$ cat src/rtl/core/msadpcm_pkg.sv
// Shared types, constants and tables for the MS ADPCM block decoder.
// No dependencies.
package msadpcm_pkg;

    localparam int SPB_RESET = 2036;
    localparam int STEP_MIN  = 16;

    localparam logic [0:0] CFG_STEREO = 1'b0;
    localparam logic [0:0] CFG_SPB    = 1'b1;

    // request from sequencer to the nibble unit
    typedef struct packed {
        logic               start;
        logic [3:0]         code;
        logic signed [31:0] step;
        logic signed [15:0] s1;
        logic signed [15:0] s2;
        logic signed [11:0] c1;
        logic signed [11:0] c2;
    } nib_req_t;

    typedef struct packed {
        logic               done;
        logic signed [31:0] step;
        logic signed [15:0] sample;
    } nib_rsp_t;

    function automatic logic [9:0] adapt_lut(input logic [3:0] c);
        logic [9:0] r;
        begin
            unique case (c)
                4'd4, 4'd12: r = 10'd307;
                4'd5, 4'd11: r = 10'd409;
                4'd6, 4'd10: r = 10'd512;
                4'd7, 4'd9:  r = 10'd614;
                4'd8:        r = 10'd768;
                default:     r = 10'd230;
            endcase
            return r;
        end
    endfunction

    function automatic logic signed [11:0] gain1_lut(input logic [7:0] i);
        logic signed [11:0] r;
        begin
            unique case (i)
                8'd0:    r = 12'sd256;
                8'd1:    r = 12'sd512;
                8'd2:    r = 12'sd0;
                8'd3:    r = 12'sd192;
                8'd4:    r = 12'sd240;
                8'd5:    r = 12'sd460;
                default: r = 12'sd392;
            endcase
            return r;
        end
    endfunction

    // indexes above 6 take the last pair
    function automatic logic signed [11:0] gain2_lut(input logic [7:0] i);
        logic signed [11:0] r;
        begin
            unique case (i)
                8'd0, 8'd2, 8'd4: r = 12'sd0;
                8'd1:    r = -12'sd256;
                8'd3:    r = 12'sd64;
                8'd5:    r = -12'sd208;
                default: r = -12'sd232;
            endcase
            return r;
        end
    endfunction

endpackage

$ cat src/rtl/core/ms_adpcm_block_decoder.sv
// Top level of the MS ADPCM block decoder: header parse, sequencer, output queue.
// Depends on msadpcm_pkg and msadpcm_nibble.
//
// Usage:
//   s_axis_* carries one compressed byte per item. m_axis_* returns decoded
//   samples: tdata = pcm_sample, tuser = {block_end, channel}.
//   cfg_* writes stereo_mode (index 0) or samples_per_block (index 1); the
//   user is to write only while idle, as the block does not enforce it.
//   A header byte other than the last leaves the block ready for the next
//   byte. The last header byte queues 2 (mono) or 4 (stereo) samples, and the
//   next byte is taken once all of them have gone out. A data byte runs its
//   high and then its low nibble through the shared multiplier unit, the low
//   one started once the high one is done (a lone high nibble at the end of an
//   odd mono block runs alone); its results go out once the last is done.
//   Results go out one per cycle when m_axis_tready is high.
//   s_axis_tready stays low until all results of the previous byte are taken,
//   so a stalled receiver holds the input side.
//   Reset returns to expecting the first header byte, mono, 2036 samples.
module ms_adpcm_block_decoder
    import msadpcm_pkg::*;
(
    input  logic        clk,
    input  logic        rst_n,
    input  logic        s_axis_tvalid,
    output logic        s_axis_tready,
    input  logic [7:0]  s_axis_tdata,   // [7:0] data_byte
    output logic        m_axis_tvalid,
    input  logic        m_axis_tready,
    output logic [15:0] m_axis_tdata,   // [15:0] pcm_sample
    output logic [1:0]  m_axis_tuser,   // [0] channel, [1] block_end
    input  logic        cfg_valid,
    output logic        cfg_ready,
    input  logic [0:0]  cfg_index,
    input  logic [15:0] cfg_data
);

    localparam logic [1:0] SQ_IDLE = 2'd0;
    localparam logic [1:0] SQ_HI   = 2'd1;
    localparam logic [1:0] SQ_LO   = 2'd2;
    localparam logic [1:0] SQ_OUT  = 2'd3;

    logic        stereo_reg;
    logic [15:0] spb_reg;

    logic signed [11:0] c1_reg [2];
    logic signed [11:0] c2_reg [2];
    logic signed [31:0] step_reg [2];
    logic signed [15:0] s1_reg [2];
    logic signed [15:0] s2_reg [2];
    logic [3:0]  hidx_reg;
    logic        inhdr_reg;
    logic [15:0] left_reg;
    logic [7:0]  hold_reg;

    logic [1:0]  sq_reg;
    logic [7:0]  byte_reg;
    logic        lo_en_reg;
    logic        lo_ch_reg;
    logic        lo_go_reg;

    // output queue of up to four items
    logic [17:0] q_reg [4];
    logic [2:0]  qcnt_reg;
    logic [1:0]  qrd_reg;

    nib_req_t req;
    nib_rsp_t rsp;

    msadpcm_nibble u_nib (.clk(clk), .rst_n(rst_n), .req(req), .rsp(rsp));

    assign cfg_ready     = 1'b1;
    assign s_axis_tready = (sq_reg == SQ_IDLE) && (qcnt_reg == 3'd0);
    assign m_axis_tvalid = (sq_reg == SQ_OUT) && (qcnt_reg != 3'd0);
    assign m_axis_tdata  = q_reg[qrd_reg][15:0];
    assign m_axis_tuser  = q_reg[qrd_reg][17:16];

    logic        acc_in;
    logic [3:0]  last;
    logic [3:0]  idx;
    logic signed [15:0] wd;
    logic [15:0] nleft;
    logic        cur_ch;

    assign acc_in = s_axis_tvalid && s_axis_tready;
    assign last   = stereo_reg ? 4'd13 : 4'd6;
    assign idx    = (hidx_reg > last) ? last : hidx_reg;
    assign wd     = $signed({s_axis_tdata, hold_reg});
    assign nleft  = (spb_reg > 16'd2) ? spb_reg - 16'd2 : 16'd0;
    assign cur_ch = (sq_reg == SQ_LO) ? lo_ch_reg : 1'b0;

    always_comb
    begin
        req.start = lo_go_reg;
        req.code  = (sq_reg == SQ_LO) ? byte_reg[3:0] : byte_reg[7:4];
        req.step  = step_reg[cur_ch];
        req.s1    = s1_reg[cur_ch];
        req.s2    = s2_reg[cur_ch];
        req.c1    = c1_reg[cur_ch];
        req.c2    = c2_reg[cur_ch];
        if (acc_in && !inhdr_reg)
        begin
            req.start = 1'b1;
            req.code  = s_axis_tdata[7:4];
            req.step  = step_reg[0];
            req.s1    = s1_reg[0];
            req.s2    = s2_reg[0];
            req.c1    = c1_reg[0];
            req.c2    = c2_reg[0];
        end
    end

    always_ff @(posedge clk or negedge rst_n)
    begin
        if (!rst_n)
        begin
            stereo_reg <= 1'b0;
            spb_reg    <= 16'(SPB_RESET);
            hidx_reg   <= 4'd0;
            inhdr_reg  <= 1'b1;
            left_reg   <= 16'd0;
            hold_reg   <= 8'd0;
            sq_reg     <= SQ_IDLE;
            byte_reg   <= 8'd0;
            qcnt_reg   <= 3'd0;
            qrd_reg    <= 2'd0;
            lo_en_reg  <= 1'b0;
            lo_ch_reg  <= 1'b0;
            for (int c = 0; c < 2; c++)
            begin
                c1_reg[c]   <= '0;
                c2_reg[c]   <= '0;
                step_reg[c] <= '0;
                s1_reg[c]   <= '0;
                s2_reg[c]   <= '0;
            end
            for (int k = 0; k < 4; k++)
                q_reg[k] <= '0;
        end
        else
        begin
            if (cfg_valid && cfg_ready)
            begin
                unique case (cfg_index)
                    CFG_STEREO: stereo_reg <= cfg_data[0];
                    CFG_SPB:    spb_reg    <= cfg_data;
                    default: ;
                endcase
            end
            unique case (sq_reg)
                SQ_IDLE:
                if (acc_in)
                begin
                    byte_reg <= s_axis_tdata;
                    if (inhdr_reg)
                    begin
                        if (idx == 4'd0)
                        begin
                            c1_reg[0] <= gain1_lut(s_axis_tdata);
                            c2_reg[0] <= gain2_lut(s_axis_tdata);
                        end
                        else if (stereo_reg && idx == 4'd1)
                        begin
                            c1_reg[1] <= gain1_lut(s_axis_tdata);
                            c2_reg[1] <= gain2_lut(s_axis_tdata);
                        end
                        else if (idx[0] ^ stereo_reg)
                            hold_reg <= s_axis_tdata;
                        else if (!stereo_reg)
                        begin
                            if (idx == 4'd2) step_reg[0] <= 32'(wd);
                            else if (idx == 4'd4) s1_reg[0] <= wd;
                            else s2_reg[0] <= wd;
                        end
                        else
                        begin
                            // words alternate left, right starting at byte 3
                            if (idx < 4'd6) step_reg[!idx[1]] <= 32'(wd);
                            else if (idx < 4'd10) s1_reg[!idx[1]] <= wd;
                            else s2_reg[!idx[1]] <= wd;
                        end
                        if (idx < last)
                            hidx_reg <= idx + 4'd1;
                        else
                        begin
                            // header done: emit stored samples, older first;
                            // the last byte completes the older word
                            hidx_reg  <= 4'd0;
                            left_reg  <= nleft;
                            inhdr_reg <= (nleft == 16'd0);
                            qrd_reg   <= 2'd0;
                            sq_reg    <= SQ_OUT;
                            if (!stereo_reg)
                            begin
                                q_reg[0] <= {2'b00, wd};
                                q_reg[1] <= {(nleft == 16'd0), 1'b0, s1_reg[0]};
                                qcnt_reg <= 3'd2;
                            end
                            else
                            begin
                                q_reg[0] <= {2'b00, s2_reg[0]};
                                q_reg[1] <= {2'b01, wd};
                                q_reg[2] <= {2'b00, s1_reg[0]};
                                q_reg[3] <= {(nleft == 16'd0), 1'b1, s1_reg[1]};
                                qcnt_reg <= 3'd4;
                            end
                        end
                    end
                    else
                    begin
                        lo_en_reg <= stereo_reg || (left_reg >= 16'd2);
                        lo_ch_reg <= stereo_reg;
                        if (stereo_reg)
                            left_reg <= (left_reg > 16'd0) ? left_reg - 16'd1 : 16'd0;
                        else
                            left_reg <= (left_reg >= 16'd2) ? left_reg - 16'd2 : 16'd0;
                        sq_reg <= SQ_HI;
                    end
                end
                SQ_HI:
                if (rsp.done)
                begin
                    step_reg[0] <= rsp.step;
                    s2_reg[0]   <= s1_reg[0];
                    s1_reg[0]   <= rsp.sample;
                    q_reg[0]    <= {(!lo_en_reg), 1'b0, rsp.sample};
                    qcnt_reg    <= 3'd1;
                    qrd_reg     <= 2'd0;
                    if (lo_en_reg)
                        sq_reg <= SQ_LO;
                    else
                    begin
                        inhdr_reg <= 1'b1;
                        sq_reg    <= SQ_OUT;
                    end
                end
                SQ_LO:
                if (rsp.done)
                begin
                    step_reg[lo_ch_reg] <= rsp.step;
                    s2_reg[lo_ch_reg]   <= s1_reg[lo_ch_reg];
                    s1_reg[lo_ch_reg]   <= rsp.sample;
                    q_reg[1]  <= {(left_reg == 16'd0), lo_ch_reg, rsp.sample};
                    qcnt_reg  <= 3'd2;
                    if (left_reg == 16'd0)
                        inhdr_reg <= 1'b1;
                    sq_reg <= SQ_OUT;
                end
                SQ_OUT:
                if (m_axis_tready && qcnt_reg != 3'd0)
                begin
                    qrd_reg  <= qrd_reg + 2'd1;
                    qcnt_reg <= qcnt_reg - 3'd1;
                    if (qcnt_reg == 3'd1)
                        sq_reg <= SQ_IDLE;
                end
                default: sq_reg <= SQ_IDLE;
            endcase
        end
    end

    // second nibble start: fire once when entering SQ_LO
    always_ff @(posedge clk or negedge rst_n)
    begin
        if (!rst_n)
            lo_go_reg <= 1'b0;
        else
            lo_go_reg <= (sq_reg == SQ_HI) && rsp.done && lo_en_reg;
    end

`ifndef SYNTHESIS
    a_qcnt_max: assert property (@(posedge clk) disable iff (!rst_n)
        qcnt_reg <= 3'd4) else $error("queue overflow");
    a_no_in_busy: assert property (@(posedge clk) disable iff (!rst_n)
        (sq_reg != SQ_IDLE) |-> !s_axis_tready) else $error("ready while busy");
    a_hdr_out: assert property (@(posedge clk) disable iff (!rst_n)
        (sq_reg == SQ_IDLE && qcnt_reg != 3'd0) |-> 1'b0) else $error("lost items");
`endif

endmodule

$ cat src/rtl/core/msadpcm_nibble.sv
// Nibble decode unit: one shared signed multiplier, sequenced over four steps.
// Depends on msadpcm_pkg.
module msadpcm_nibble
    import msadpcm_pkg::*;
(
    input  logic     clk,
    input  logic     rst_n,
    input  nib_req_t req,
    output nib_rsp_t rsp
);

    localparam logic [2:0] ST_IDLE = 3'd0;
    localparam logic [2:0] ST_STEP = 3'd1;
    localparam logic [2:0] ST_P1   = 3'd2;
    localparam logic [2:0] ST_P2   = 3'd3;
    localparam logic [2:0] ST_DIFF = 3'd4;
    localparam logic [2:0] ST_DONE = 3'd5;

    logic [2:0]         state_reg, state_next;
    nib_req_t           r_reg;
    logic signed [43:0] acc_reg, acc_next;
    logic signed [31:0] nstep_reg, nstep_next;
    logic signed [15:0] samp_reg, samp_next;

    // shared multiplier
    logic signed [32:0] ma;
    logic signed [16:0] mb;
    logic signed [49:0] prod;
    assign prod = ma * mb;

    logic signed [49:0] stp_q;
    logic signed [49:0] val;

    always_comb
    begin
        ma = 33'sd0;
        mb = 17'sd0;
        unique case (state_reg)
            ST_STEP: begin ma = 33'(r_reg.step); mb = 17'($signed({1'b0, adapt_lut(r_reg.code)})); end
            ST_P1:   begin ma = 33'(r_reg.s1); mb = 17'(r_reg.c1); end
            ST_P2:   begin ma = 33'(r_reg.s2); mb = 17'(r_reg.c2); end
            ST_DIFF: begin ma = 33'(r_reg.step); mb = 17'($signed(r_reg.code)); end
            default: ;
        endcase
    end

    always_comb
    begin
        state_next = state_reg;
        acc_next   = acc_reg;
        nstep_next = nstep_reg;
        samp_next  = samp_reg;
        stp_q      = prod >>> 8;
        val        = prod + 50'(acc_reg >>> 8);
        unique case (state_reg)
            ST_IDLE: if (req.start) state_next = ST_STEP;
            ST_STEP:
            begin
                if (stp_q < 50'sd16)
                    nstep_next = 32'(STEP_MIN);
                else if (stp_q > 50'sd2147483647)
                    nstep_next = 32'sh7FFFFFFF;
                else
                    nstep_next = 32'(stp_q);
                state_next = ST_P1;
            end
            ST_P1: begin acc_next = 44'(prod); state_next = ST_P2; end
            ST_P2: begin acc_next = acc_reg + 44'(prod); state_next = ST_DIFF; end
            ST_DIFF:
            begin
                if (val > 50'sd32767)
                    samp_next = 16'sh7FFF;
                else if (val < -50'sd32768)
                    samp_next = 16'sh8000;
                else
                    samp_next = 16'(val);
                state_next = ST_DONE;
            end
            ST_DONE: state_next = ST_IDLE;
            default: state_next = ST_IDLE;
        endcase
    end

    always_ff @(posedge clk or negedge rst_n)
    begin
        if (!rst_n)
            state_reg <= ST_IDLE;
        else
            state_reg <= state_next;
    end

    always_ff @(posedge clk)
    begin
        if (state_reg == ST_IDLE && req.start)
            r_reg <= req;
        acc_reg   <= acc_next;
        nstep_reg <= nstep_next;
        samp_reg  <= samp_next;
    end

    assign rsp.done   = (state_reg == ST_DONE);
    assign rsp.step   = nstep_reg;
    assign rsp.sample = samp_reg;

endmodule

$ cat config.mk
export PLATFORM = sky130hd
export DESIGN_NAME = ms_adpcm_block_decoder
export DESIGN_NICKNAME = d
export VERILOG_FILES = /design/src/rtl/core/msadpcm_pkg.sv /design/src/rtl/core/ms_adpcm_block_decoder.sv /design/src/rtl/core/msadpcm_nibble.sv
export SDC_FILE = /design/constraint.sdc
export NUM_CORES = 2
export LEC_CHECK = 0
export ABC_AREA = 1
export BUFFER_PORTS_ARGS = -buffer_cell sky130_fd_sc_hd__buf_2
export CAP_MARGIN = 10
export CORE_ASPECT_RATIO = 0.6
export CORE_MARGIN = 3
export CORE_UTILIZATION = 44
export CTS_BUF_LIST = sky130_fd_sc_hd__clkbuf_16
export CTS_CLUSTER_DIAMETER = 30
export DETAILED_ROUTE_END_ITERATION = 12
export PLACE_DENSITY = 0.61
export REMOVE_ABC_BUFFERS = 1
export SYNTH_ARGS = -nofsm -noshare
export SYNTH_HDL_FRONTEND = slang
export SYNTH_SLANG_ARGS = --single-unit
$ cat constraint.sdc
create_clock -name clk -period 11.05 [get_ports clk]
set_input_delay 2.21 -clock clk [delete_from_list [all_inputs] [get_ports clk]]
set_output_delay 2.21 -clock clk [all_outputs]
set_load 0.005 [all_outputs]
Word level (Yosys, flattened, before mapping):

Memory sizes are Yosys's and may differ from the RTL's. A register that Yosys moved wholly into a read port is not among the register bits.
Cells that the tools add are included.

* memories kept: 1
* output and inout bits: 21
* register bits after elaboration: 497
* ROM bits: 160
* word-level logic and storage cells: 313

Memories
* (name not given): words 16, bits a word 10, rd ports 1, clocked after Yosys merged registers in 1, wr ports 0, RTL line msadpcm_pkg.sv:31 `unique case (c)`

* $mul: 1
* bitwise logic cells: 10
* equal/unequal tests: 45
* reduce and logical (&&, ||, !) cells: 53
* magnitude comparators: 17
* $add $sub $neg: 8
* multiplexer cells: 140

Operators by type and width (count)
* 32-bit two-way mux: 25
* 16-bit two-way mux: 28
* 64-bit two-way mux: 7
* 72-bit two-way mux: 3
* 32-bit bitwise mux: 4
* 64-bit bitwise mux: 2
* 33-bit case mux with 3 select lines: 1
* 16-bit case mux with 3 select lines: 2
* 32-bit case mux with 3 select lines: 1
* 93-bit two-way mux: 1
* 44-bit case mux with 2 select lines: 1
* 12-bit two-way mux: 6
* 18-bit two-way mux: 4
* 18-bit case mux with 2 select lines: 2
* 34-bit two-way mux: 2
* 17-bit case mux with 4 select lines: 1
* 32-bit demux with 1-bit select: 2
* 16-bit case mux with 2 select lines: 2
* 32-bit case mux with 2 select lines: 1
* 10-bit case mux with 6 select lines: 1
* 50-bit by 36-bit adder with 50-bit output: 1
* 50-bit by 16-bit greater-than comparator with 1-bit output, second input constant: 1
* 50-bit by 16-bit less-than comparator with 1-bit output, second input constant: 1
* 33-bit by 17-bit multiplier with 50-bit output: 1
* other kinds (70): 174

Logic depth before layout (Yosys ltp):

* word-level depth: 19
* mapped depth: 60
* gate-level depth less buffers: 58

Modules after synthesis:

Synthesis repeated with hierarchy kept, for this count alone.

* cells, all modules: 7072
* area total of the unflattened synthesis: 51496.9 um^2

Modules (own cells, without submodules)
* msadpcm_nibble: cells an instance 4588, seq. area each 5740.5 um^2, instances 1, area an instance 34186.5 um^2
* ms_adpcm_block_decoder: cells an instance 2484, seq. area each 7143.1 um^2, instances 1, area an instance 17310.4 um^2

Worst setup path after synthesis:

Ideal clock, no wire load.

* path type: flip-flop to flip-flop
* from: register u_nib.state_reg[1]
* to: register u_nib.samp_reg[0] (data pin)
* library setup time: 0.252 ns
* data arrival time: 10.246 ns
* cell stages (with the launch flop): 50
* period minus slack after synthesis: 10.498 ns
* required time: 10.798 ns
* path slack: 0.552 ns
* buffers on the path: 4
* path through: dfrtp_1 > inv_1 > nand2_1 > nor2_1 > inv_1 > nand2_1 > buf_2 > buf_4 > buf_4 > a21oi_1 > nor2_1 > inv_1 > fa_1 > inv_1 > fa_1 > fa_1 > fa_1 > inv_1 > [... 14 more ...] > ha_1 > nand2_1 > nor2_1 > inv_1 > nor2_1 > inv_1 > nor2_1 > nand3_1 > nand3_1 > nand2_1 > nand2_1 > nand2_1 > nand3b_1 > nor3_1 > nand2_1 > nand2_4 > buf_6 > nand2_1

* longest elaborated chain between the ends: 7
* elaborated cells on any way between the ends: 12
* classes of those cells: add/sub (1); mul (1); order compare (2); eq/ne (4); mux (3); reduce/logical (1)

Ends and longest elaborated chain
* start, declared: RTL line msadpcm_nibble.sv:19 `logic [2:0] state_reg, state_next;`
* start signal, assigned: RTL line msadpcm_nibble.sv:89 `state_reg <= state_next;`
* 3-bit by 1-bit equality test with 1-bit output or 3-bit equality test (tied branches): RTL line msadpcm_nibble.sv:38 `unique case (state_reg)`
* 2-bit OR reduction (no line)
* 33-bit case mux with 3 select lines: RTL line msadpcm_nibble.sv:38
* 33-bit by 17-bit multiplier with 50-bit output (*): RTL line msadpcm_nibble.sv:29 `assign prod = ma * mb;`
* via u_nib.prod[39]: RTL line msadpcm_nibble.sv:28 `logic signed [49:0] prod;`
* 50-bit by 36-bit adder with 50-bit output (*): RTL line msadpcm_nibble.sv:54 `val = prod + 50'(acc_reg >>> 8);`
* 50-bit by 16-bit less-than comparator with 1-bit output: RTL line msadpcm_nibble.sv:73 `else if (val < -50'sd32768)`
* 16-bit two-way mux: RTL line msadpcm_nibble.sv:73
* end signal, assigned: RTL line msadpcm_nibble.sv:98 `samp_reg <= samp_next;`
* end, declared: RTL line msadpcm_nibble.sv:23 `logic signed [15:0] samp_reg, samp_next;`

Mark *: on every way through the listed nets, which the timed path passes. The rest lies on a longest branch.
A chain may end at the register's enable or synchronous reset.

Worst setup path after layout:

* from: register u_nib.state_reg[2]
* to: register u_nib.samp_reg[12] (data pin)

* longest elaborated chain between the ends: 7
* elaborated cells on any way between the ends: 12
* classes of those cells: add/sub (1); mul (1); order compare (2); eq/ne (4); mux (3); reduce/logical (1)

Ends and longest elaborated chain (RTL line)
* 3-bit by 1-bit equality test with 1-bit output or 3-bit equality test (tied branches): msadpcm_nibble.sv:38
* 2-bit OR reduction (no line)
* 33-bit case mux with 3 select lines: msadpcm_nibble.sv:38
* 33-bit by 17-bit multiplier with 50-bit output (*): msadpcm_nibble.sv:29
* 50-bit by 36-bit adder with 50-bit output (*): msadpcm_nibble.sv:54
* 50-bit by 16-bit less-than comparator with 1-bit output: msadpcm_nibble.sv:73
* 16-bit two-way mux: msadpcm_nibble.sv:73

Every way passes the cells marked *; elsewhere a longest branch is shown, timed or not.

==> results.cfg <==
[drt]
ant_nets = 0
wl_met1_um = 84300
routed-wl-met3_um = 26400
route.final.wire_length_um = 175000
detail_route.vias_per_cell = 5.58
detail_route.wl_per_cell_um = 22.0
dr_total_vias = 44600
top_routing_layer_in_use = met5
drt_iter0_markers = 5696
number_of_iterations_in_the_first_detailed_routing_pass = 6
met2_wirelength_um = 62500
drc = 0

[critical_path]
timing.critical_path.slowest_stage_cell = fa_1
worst_setup_ep_type = register
crit_type = reg2reg
crit_required_ns = 11.56
critical_path.most_common_cell = nand2_1
crit_buf_inv = 5
critical_path_startpoint_category = register
crit_path_max_incr_delay_ns = 0.61
critical_path_arrival_ns = 11.09
kind_of_cell_with_the_highest_combined_delay_on_the_critical_path = adder cells
path_max_fanout = 17

[global_route]
grt_remaining_overflow = 0
number_of_global_route_vias_before_repair = 42700
grt_antenna_before_repair = 11
grt_pass1_wl_um = 269000
largest_net_degree_at_the_start_of_global_routing = 80
global_route.usage.total_pct = 30.5

[synth]
ys_dominant_reg_cell = dfrtp_1
netlist_instances = 6375
netlist-cell-type-count = 66
synth_async_sr_flop_share_pct = 61.7
synthesis.yosys.warnings = 0
synth_enable_flop_cells = 172
synthesis.area_mm2 = 0.0488
ys_ff_latch = 467
postSynthAreaPerCell_um2 = 7.66
post_synthesis_sequential_area_ratio_pct = 25.7

[layout]
final_core_util_pct = 49.7
fillerInstances = 10700
final_common_cell = nand2_1
nets = 7232
antennaDiodeCount = 0
most-common-layout-cells = nand2_1 (1275), inv_1 (1093), nor2_1 (866)
area_growth_synth_to_finish_pct = 10.7
drive_gt1_share_pct = 7.57
largest_register_ff_count = 80

[timing]
fin_crit_ns = 10.57
post-route-worst-setup-slack_ns = 0.476
peak_freq_mhz = 94.6
layout_worst_path_cycle_share_pct = 95.7
hold_violations = 0
finalMaxSlewViolations = 0
timing.slew.headroom_pct = 26.4
unrepaired_setup_endpoints_after_global_routing = false
fin_skew_ns = 0.0379
tightestPinTransition_ns = 1.10
timing.final.setup_violations = 0

[status]
status = finished, final reports clean

[place]
dp_worst_setup_slack_ns = 0.234
dp_hpwl_um = 142000
gp_routability_congestion = 1.02
port_buffers = 49

[floorplan]
row_count = 93
initial_utilization_pct = 44.9
fp.dieW_um = 436
io_pins = 51
dieArea_mm2 = 0.115
die-height_um = 264
floorplan.core_area_mm2 = 0.109

[clock_tree]
clock_root_buffer = clkbuf_16
post_cts_resize_count = 0
post-cts-setup-buffer-count = 0
longest_clk_path_bufs = 3
tritoncts_clock_tree = built
h_tree_depth_reported_by_cts = 3
clock_latency_ns = 0.67
clock_sink_count = 467
path_clk_slew_ns = 0.06
cts_hold_buf = 0
cts_made_buffers = 75

[job]
maxCapViolations = 0

[min_path]
worstHoldPathType = reg2reg
## synthesized netlist by cell type (17+ instances only)
library cell / instances / area share, %
dfrtp_1: 279 / 14
nand2_1: 1276 / 9.8
o22ai_1: 36 / 0.46
a21oi_1: 351 / 3.6
o2111ai_1: 26 / 0.47
o21ai_0: 605 / 6.2
inv_1: 1092 / 8.4
ha_1: 242 / 6.2
nor2_1: 876 / 6.7
nand3_1: 183 / 1.9
clkbuf_1: 173 / 1.3
mux2_2: 46 / 1.1
a22oi_1: 17 / 0.26
fa_1: 511 / 21
nand4_1: 49 / 0.63
xor2_1: 60 / 1.1
nor3_1: 37 / 0.38
edfxtp_1: 172 / 11
xnor2_1: 21 / 0.38
a31oi_1: 54 / 0.69
## layer usage
| metal | vias up | track usage [%] |
|---|---|---|
| met1 | 21500 | 50.2 |
| li1 | 20400 | - |
| met4 | 10 | 4.40 |
| met3 | 173 | 11.3 |
| met2 | 2457 | 37.0 |
| met5 | - | 0 |
## worst reg2reg max path: cells and delay by family, from the launching register on
kind | cells | cell delay [ns]
adder cells (fa/ha/maj) | 8 | 4.02
AND/OR/NAND/NOR | 14 | 2.03
AO/OA/AOI/OAI | 8 | 2.02
buffers and inverters | 5 | 1.14
XOR/XNOR | 2 | 0.75
flip-flops | 1 | 0.48
## area by class of cell
| cell class | count | area, um^2 | share of cell area (%) |
|---|---|---|---|
| tap | 1472 | 1840 | 3.41 |
| multi-input combinational | 4594 | 31400 | 58.1 |
| sequential | 467 | 12500 | 23.2 |
| timing repair buffer | 208 | 1490 | 2.75 |
| clock buffer | 76 | 1900 | 3.52 |
| clock inverter | 64 | 727 | 1.35 |
| inverter | 1103 | 4150 | 7.69 |
## cell families (layout without fill, tap and decap cells)
kind of cell	Yosys count	after routing	share of synthesized area, %
AOI/OAI and AO/OA	1191	1191	13.3
xor gates and xnor gates	85	85	1.59
adders and majority gates	753	753	27.2
buffers and inverters	1314	1451	10.3
DFF	467	467	25.7
muxes	51	51	1.18
other	2	2	0.0154
and+or+nand+nor	2512	2512	20.8
## stage by stage
step / hold slack [ns] / cells / instance area (um^2) / TNS [ns]
after floorplan: 0.420 / 6164 / 47900 / -0.547
after global placement: 0.437 / 7844 / 51300 / 0
after detailed placement: 0.443 / 7844 / 51300 / 0
after CTS: 0.457 / 7984 / 53900 / 0
after global routing: 0.494 / 7984 / 54000 / 0
final: 0.448 / 7984 / 54000 / 0
## worst paths after layout
check | start | depth (start not counted) | end | slack [ns]
hold / removal | q_reg[16] | 2 | q_reg[16] | 0.45
max in group asynchronous | rst_n | 3 | step_reg[45] | 7.63
min in group asynchronous | rst_n | 1 | hidx_reg[0] | 1.52
setup reg to reg | u_nib.state_reg[2] | 37 | u_nib.samp_reg[12] | 0.48
hold reg to reg | q_reg[16] | 2 | q_reg[16] | 0.45
setup / recovery | u_nib.state_reg[2] | 37 | u_nib.samp_reg[12] | 0.48
Power is left out: the tool's default activity adds up to more than one toggle a clock period on the data nets, which glitch-free logic cannot reach.
